## config.mk

```make
export PLATFORM = sky130hd
export DESIGN_NAME = lcc_div
export DESIGN_NICKNAME = d
export VERILOG_FILES = /design/src/rtl/core/lcc_pkg.sv /design/src/rtl/core/lcc_div.sv
export SDC_FILE = /design/constraint.sdc
export NUM_CORES = 1
export LEC_CHECK = 0
export ABC_AREA = 1
export ABC_CLOCK_PERIOD_IN_PS = 2700
export BUFFER_PORTS_ARGS = -buffer_cell sky130_fd_sc_hd__buf_2
export CAP_MARGIN = 25
export CORE_UTILIZATION = 58
export DETAILED_ROUTE_END_ITERATION = 6
export PLACE_DENSITY_LB_ADDON = 0.3
export SLEW_MARGIN = 20
export SYNTH_ARGS = -nofsm -noshare
export SYNTH_HDL_FRONTEND = slang
export SYNTH_SLANG_ARGS = --single-unit
export TNS_END_PERCENT = 1
```

## constraint.sdc

```tcl
create_clock -name clock -period 2.7 [get_ports clock]
set_clock_uncertainty 0.15 [all_clocks]
set_input_delay 0.405 -clock clock [delete_from_list [all_inputs] [get_ports clock]]
set_output_delay 0.405 -clock clock [all_outputs]
set_load 0.1 [all_outputs]
```

## src/rtl/core/lcc_pkg.sv

```systemverilog
// ----------------------------------------------------------------------------
// lcc_pkg
// Shared types and constants of the local clustering coefficient engine.
// ----------------------------------------------------------------------------
package lcc_pkg;

   localparam int VERTICES = 1024;
   localparam int EDGES    = 16384;
   localparam int VIDX_W   = 10;
   localparam int EIDX_W   = 14;
   localparam int DEG_W    = 15;
   localparam int TRI_W    = 21;
   localparam int COEF_W   = 17;
   localparam int DEN_W    = 2 * DEG_W;
   localparam int NUM_W    = TRI_W + 16;
   localparam int QSTEP_W  = 6;

   localparam logic [1:0] REQ_LOAD  = 2'd0;
   localparam logic [1:0] REQ_QUERY = 2'd1;
   localparam logic [1:0] REQ_CLEAR = 2'd2;

   localparam logic [COEF_W-1:0] Q_ONE = COEF_W'(65536);

   typedef struct packed {
      logic [1:0]        req_type;
      logic [VIDX_W-1:0] source_vertex;
      logic [VIDX_W-1:0] target_vertex;
   } lcc_req_type;

   typedef struct packed {
      logic [VIDX_W-1:0] vertex_id;
      logic [TRI_W-1:0]  triangle_pairs;
      logic [DEG_W-1:0]  vertex_degree_out;
      logic [COEF_W-1:0] coefficient;
      logic              zero_denominator;
      logic              overflow_flag;
   } lcc_rsp_type;

   typedef struct packed {
      logic [EIDX_W-1:0] start;
      logic [DEG_W-1:0]  degree;
   } lcc_vtx_type;

   typedef struct packed {
      logic nbr;
      logic seen;
      logic hit;
   } lcc_mark_type;

   typedef enum logic [4:0] {
      ST_CLEAR, ST_IDLE, ST_VRD, ST_VCAP,
      ST_MK_RD, ST_MK_WR,
      ST_WK_RD, ST_WK_MR, ST_WK_CHK, ST_IX_VCAP,
      ST_IX_RD, ST_IX_MR, ST_IX_CHK,
      ST_HC_RD, ST_HC_MR, ST_HC_WR, ST_WK_NEXT,
      ST_CL_RD, ST_CL_WR,
      ST_MUL, ST_DIV_GO, ST_DIV_WAIT, ST_FIN
   } lcc_state_type;

endpackage

```

## src/rtl/core/lcc_div.sv

```systemverilog
// ----------------------------------------------------------------------------
// lcc_div
// Restoring divider, one quotient bit per cycle.
// ----------------------------------------------------------------------------
module lcc_div (
   input  logic                        clock,
   input  logic                        reset,
   input  logic                        go,
   input  logic [lcc_pkg::NUM_W-1:0]   num,
   input  logic [lcc_pkg::DEN_W-1:0]   den,
   output logic                        done,
   output logic [lcc_pkg::NUM_W-1:0]   quo
);

   logic [lcc_pkg::NUM_W-1:0]   num_ff, num_in;
   logic [lcc_pkg::NUM_W-1:0]   quo_ff, quo_in;
   logic [lcc_pkg::DEN_W-1:0]   den_ff, den_in;
   logic [lcc_pkg::DEN_W-1:0]   rem_ff, rem_in;
   logic [lcc_pkg::QSTEP_W-1:0] cnt_ff, cnt_in;
   logic                        run_ff, run_in;
   logic                        done_ff, done_in;
   logic [lcc_pkg::DEN_W:0]     trial;

   always_comb begin
      num_in  = num_ff;
      quo_in  = quo_ff;
      den_in  = den_ff;
      rem_in  = rem_ff;
      cnt_in  = cnt_ff;
      run_in  = run_ff;
      done_in = 1'b0;
      trial   = {rem_ff, num_ff[lcc_pkg::NUM_W-1]};
      if (go) begin
         num_in = num;
         den_in = den;
         rem_in = '0;
         quo_in = '0;
         cnt_in = '0;
         run_in = 1'b1;
      end else if (run_ff) begin
         num_in = {num_ff[lcc_pkg::NUM_W-2:0], 1'b0};
         if (trial >= {1'b0, den_ff}) begin
            rem_in = lcc_pkg::DEN_W'(trial - {1'b0, den_ff});
            quo_in = {quo_ff[lcc_pkg::NUM_W-2:0], 1'b1};
         end else begin
            rem_in = trial[lcc_pkg::DEN_W-1:0];
            quo_in = {quo_ff[lcc_pkg::NUM_W-2:0], 1'b0};
         end
         cnt_in = cnt_ff + 1'b1;
         if (cnt_ff == lcc_pkg::QSTEP_W'(lcc_pkg::NUM_W - 1)) begin
            run_in  = 1'b0;
            done_in = 1'b1;
         end
      end
   end

   always_ff @(posedge clock) begin
      num_ff <= num_in;
      quo_ff <= quo_in;
      den_ff <= den_in;
      rem_ff <= rem_in;
      cnt_ff <= cnt_in;
      if (reset) begin
         run_ff  <= 1'b0;
         done_ff <= 1'b0;
      end else begin
         run_ff  <= run_in;
         done_ff <= done_in;
      end
   end

   assign done = done_ff;
   assign quo  = quo_ff;

endmodule

```

# Yosys cells after proc, flatten, opt, wreduce, memory -nomap -nowiden
# Cells that the tools add are included.
word_totals:
  register_bits: 142
  word_cells: 22
op_classes:
  addsub: 2
  n_lt_le_gt_ge: 1
  n_eq_ne: 1
  muxes: 8
  n_bitwise: 1
  n_reduce_logical: 2
ops:
  columns: ["op", "n"]
  rows:
  - ["2-to-1 mux 37 bit", 2]
  - [">= comparator 31 x 30 -> 1 bit", 1]
  - ["2-to-1 mux 30 bit", 1]
  - ["subtractor 30 bit", 1]
  - ["adder 6 x 1 -> 6 bit (second input constant)", 1]
  - ["== test 6 bit (second input constant)", 1]
  - ["2-to-1 mux 1 bit", 5]
  - ["OR reduction 3 bit", 1]
  - ["nonzero test 2 bit", 1]
  - ["inverter 1 bit", 1]

# Longest topological paths before layout
logic_depth:
  depth_word: 4
  ltp_mapped: 17
  depth_no_buf: 16

# Worst setup path before layout
# OpenSTA, ideal clock, no wires.
synth_path:
  kind: "in2reg"
  start: "input port go"
  end: "register num_ff[0] in the netlist's numbering, enable pin"
  t_arrival_ps: 1977
  required_ps: 2134
  path_slack_ps: 157
  cell_stages: 4
  n_path_buf: 2
  path_cell_list: "clkbuf_1 nor2_1 inv_1 clkbuf_1"
synth_via:
  elab_chain_len: 1
synth_rtl:
  columns: ["item", "line", "rtl"]
  rows:
  - ["start, declared", "lcc_div.sv:8", "input logic go,"]
  - ["nonzero test 2 bit (no line)", null, null]
  - ["end signal, assigned", "lcc_div.sv:58", "num_ff <= num_in;"]
  - ["end, declared", "lcc_div.sv:15", "logic [lcc_pkg::NUM_W-1:0] num_ff, num_in;"]
# Every way passes these cells.
# A chain may end at the register's enable or synchronous reset.

# Worst setup path in the final report
layout_path:
  start: "register den_ff[5] in the netlist's numbering"
  end: "register rem_ff[14] in the netlist's numbering"
layout_via:
  elab_chain_len: 2
  elab_cells_between_ends: 3
  classes_between: "add/sub: 1; order compare: 1; mux: 1"
layout_rtl:
  columns: ["item", "line", "rtl"]
  rows:
  - ["start, declared", "lcc_div.sv:17", "logic [lcc_pkg::DEN_W-1:0] den_ff, den_in;"]
  - ["start signal, assigned", "lcc_div.sv:60", "den_ff <= den_in;"]
  - ["subtractor 30 bit or >= comparator 31 x 30 -> 1 bit (tied branches)", "lcc_div.sv:43, lcc_div.sv:42", null]
  - ["2-to-1 mux 30 bit *", "lcc_div.sv:42", "if (trial >= {1'b0, den_ff}) begin"]
  - ["end signal, assigned", "lcc_div.sv:61", "rem_ff <= rem_in;"]
  - ["end, declared", "lcc_div.sv:18", "logic [lcc_pkg::DEN_W-1:0] rem_ff, rem_in;"]
# Mark *: on every way between the ends. The rest lies on a longest branch, timed or not.

==> summary.md <==
| Metric | Value |
|---|---|
| HP Class | primary input to flop |
| Die Ht | 119 um |
| Die span in x | 119 um |
| Post CTS Setup Buffer Count | 0 |
| Post-synth EDFFs | 67 |
| Drt total wl | 18800 um |
| Hold_sp | den[22] |
| Endpoints failing hold | 0 |
| YS warnings | 0 |
| Max Freq | 407 MHz |
| Flops & latches, synth | 142 |
| R2r endpoint | rem_ff[14] |
| Critical path launch point type | flop |
| First-pass GRT wire length | 31400 um |
| Clock network power share | 44.0% |
| Slowest stage delay, CP | 0.38 ns |
| ANT cells | 0 |
| RSZ-0062 raised after global routing | no |
| Post-Layout Cell Count | 1426 |
| H-tree depth | 4 |
| Worst r2r src | den_ff[5] |
| Async SR Flop Fraction | 0% |
| Outcome | finished, final reports clean |
| Clock Sinks | 142 |
| IO Pins | 108 |
| Hpwl dp | 13100 um |
| Worst path cell trace | inv_1, ha_1, nand2_1, inv_2, a21oi_1, nand2_2, nand2_1, nand2_1, nand2_1, nand3_2, nand2_1, nand2_1, nand2_1, nand2_1 |
| Synth top area share | 25.2% |
| Average wire per standard cell | 13.2 um |
| Num rows | 42 |
| Yosys cell types | 35 |
| Latest clock arrival within the worst-skew pair | 0.42 ns |
| Util after Layout | 71.0% |
| Slowest-stage cell, CP | nand3_2 |
| Gr usage total | 27.6% |
| Post-synth top cells | nand2_1, inv_1, dfxtp_1, edfxtp_1, nand3_1 |
| Vias in the first global route | 6889 |
| WHS Path Cells | 1 |
| Slew @ Worst Pin | 0.637 ns |
| Overflow after GRT | 0 |
| Sequential area share after synthesis | 43.9% |
| Largest area contributor in the netlist | edfxtp_1 |
| Port bufs | 107 |
| Clock transition at path regs | 0.06 ns |
| Worst vdd ir | 0.492 mV |
| Crit path DAT | 2.62 ns |
| Share of layout cells above drive strength 1 | 15.8% |
| CTS max path bufs | 2 |
| Cells after Synth | 1108 |
| Core area | 13300 sq um |
| Post-route ant nets | 0 |
| R2r setup slk | 0.24 ns |
| GPL Wtd Cong | 0.962 |
| Worst r2r path cells | 14 |
| Most frequent CP cell | nand2_1 |
| Comb power frac | 9.2% |
| Syn avg cell area | 7.22 sq um |
| CTS tree | built |
| Int Pwr | 3.82 mW |
| P&R area growth vs syn | 18.5% |
| Sw Share | 25.6% |
| Setup crit end kind | flop |
| Cell family with most CP delay | simple AND/OR/NAND/NOR gates |
| Most frequent cell after synthesis | nand2_1 |
| Slew HR | 57.5% |
| Top post-synthesis cells by area | edfxtp_1, nand2_1, dfxtp_1 |
| DR vias | 7098 |
| Crit path buf inv count | 2 |
| Initial antenna violation count | 0 |
| Detailed Routing Iterations Pass 1 | 6 |
| Max Slew Vio Count | 0 |
| Leak Pwr | 4.99 nW |
| Worst Path Max Fanout | 15 |
| Post-Place Cells | 1371 |
| CP required | 2.87 ns |
| Max-cap violations | 0 |
| Post-Route Setup TNS | 0 ns |
| DR vias/cell | 4.98 |
| Setup Viol. Count Final | 0 |
| Hold EP | den_ff[22] |
| Tmin final | 2.46 ns |
| # nets final | 1340 |
| Ys flop type | dfxtp_1 |
| Crit Path Class | flop to flop |
| Syn Nets | 1211 |
| Die area | 14300 sq um |
| Root Buffer | clkbuf_16 |
| CTS buffer count | 17 |
| Cell Pwr Density | 541 nW/um^2 |
| Largest net degree at the start of global routing | 50 |
| Tcrit/Tclk final | 91.0% |
| DRC viols | 0 |
| Synthesized area | 8000 sq um |
| Net switching power | 1.31 mW |
| Initial DRC count | 452 |
| Sequential share of power | 46.8% |
| Initial Utilization | 59.9% |
==> per-stage QoR <==
| stage | power, mW | hold slack, ns | worst slack [ns] | instance area (sq um) |
|---|---|---|---|---|
| global route | 5.33 | 0.0000795 | 0.0361 | 9480 |
| global placement | 2.87 | 0.284 | 0.278 | 8670 |
| detailed placement | 2.89 | 0.307 | 0.240 | 8680 |
| finish | 5.13 | 0.0135 | 0.243 | 9480 |
| floorplan | 2.74 | 0.293 | 0.157 | 8000 |
| CTS | 5.14 | 0.0000698 | 0.196 | 9410 |
==> layout make-up <==
cell class,count,area (sq um)
inverters,200,751
fillers,1142,3870
repair buffers,138,831
clock buffers,20,467
well taps,176,220
multi-input cells,738,3600
clock inverters,12,98.8
flip-flops and latches,142,3510
==> per-layer routing <==
layer	vias to the layer above	track usage (%)	routed length [um]
met1	3185	34.4	8370
li1	3693	-	-
met2	194	46.9	9140
met3	26	6.56	1020
met4	0	9.61	280
met5	-	0	0
==> state kept, by name (all words and copies together), names as in the netlist <==
signal  flops
cnt_ff      6
den_ff     30
done        1
num_ff     37
quo        37
rem_ff     30
run_ff      1
==> worst max-delay path by stage <==
stage	from	to	slack [ns]	cells past startpoint
global route	den_ff[26]	rem_ff[26]	0.04	12
CTS	den_ff[13]	rem_ff[26]	0.20	16
floorplan	go	num_ff[0]	0.16	4
detailed placement	den_ff[14]	rem_ff[25]	0.24	16
finish	den_ff[5]	rem_ff[14]	0.24	14
global placement	den_ff[26]	rem_ff[21]	0.28	12
==> cell families after synthesis <==
| kind of cell | share of synthesized area [%] |
|---|---|
| flops | 43.9 |
| compound gates | 4.86 |
| fa+ha+maj | 5.26 |
| simple gates | 33.3 |
| xor+xnor | 1.31 |
| buf+inv | 11.3 |
==> power by group through the flow <==
stage | sequential, mW | combinational [mW] | clock, mW
after floorplan | 2.44 | 0.301 | 0
after global placement | 2.44 | 0.431 | 0
after detailed placement | 2.45 | 0.439 | 0
after CTS | 2.40 | 0.463 | 2.28
after global routing | 2.41 | 0.533 | 2.38
final | 2.40 | 0.471 | 2.26
==> repair_timing <==
action / CTS / global route
gates resized for setup: 0 / 0
endpoints found under the hold margin: 16 / 6
hold buffers: 16 / 6
endpoints found under the setup margin: 0 / 2
==> cell usage in the layout (no fill, tap or decap), drive strengths merged <==
master         n
a21oi         19
a31oi          1
and2           3
and3           1
buf          116
clkbuf        20
clkinv         4
dfxtp         75
dlygate4sd3   22
edfxtp        67
fa             1
ha            32
inv          208
nand2        488
nand3         61
nand3b         9
nand4          9
nor2          46
nor3          11
o21a           2
o21ai          7
o22ai         35
or2            1
xnor2          2
xor2          10
No activity file was read; power rests on OpenSTA's default activity.
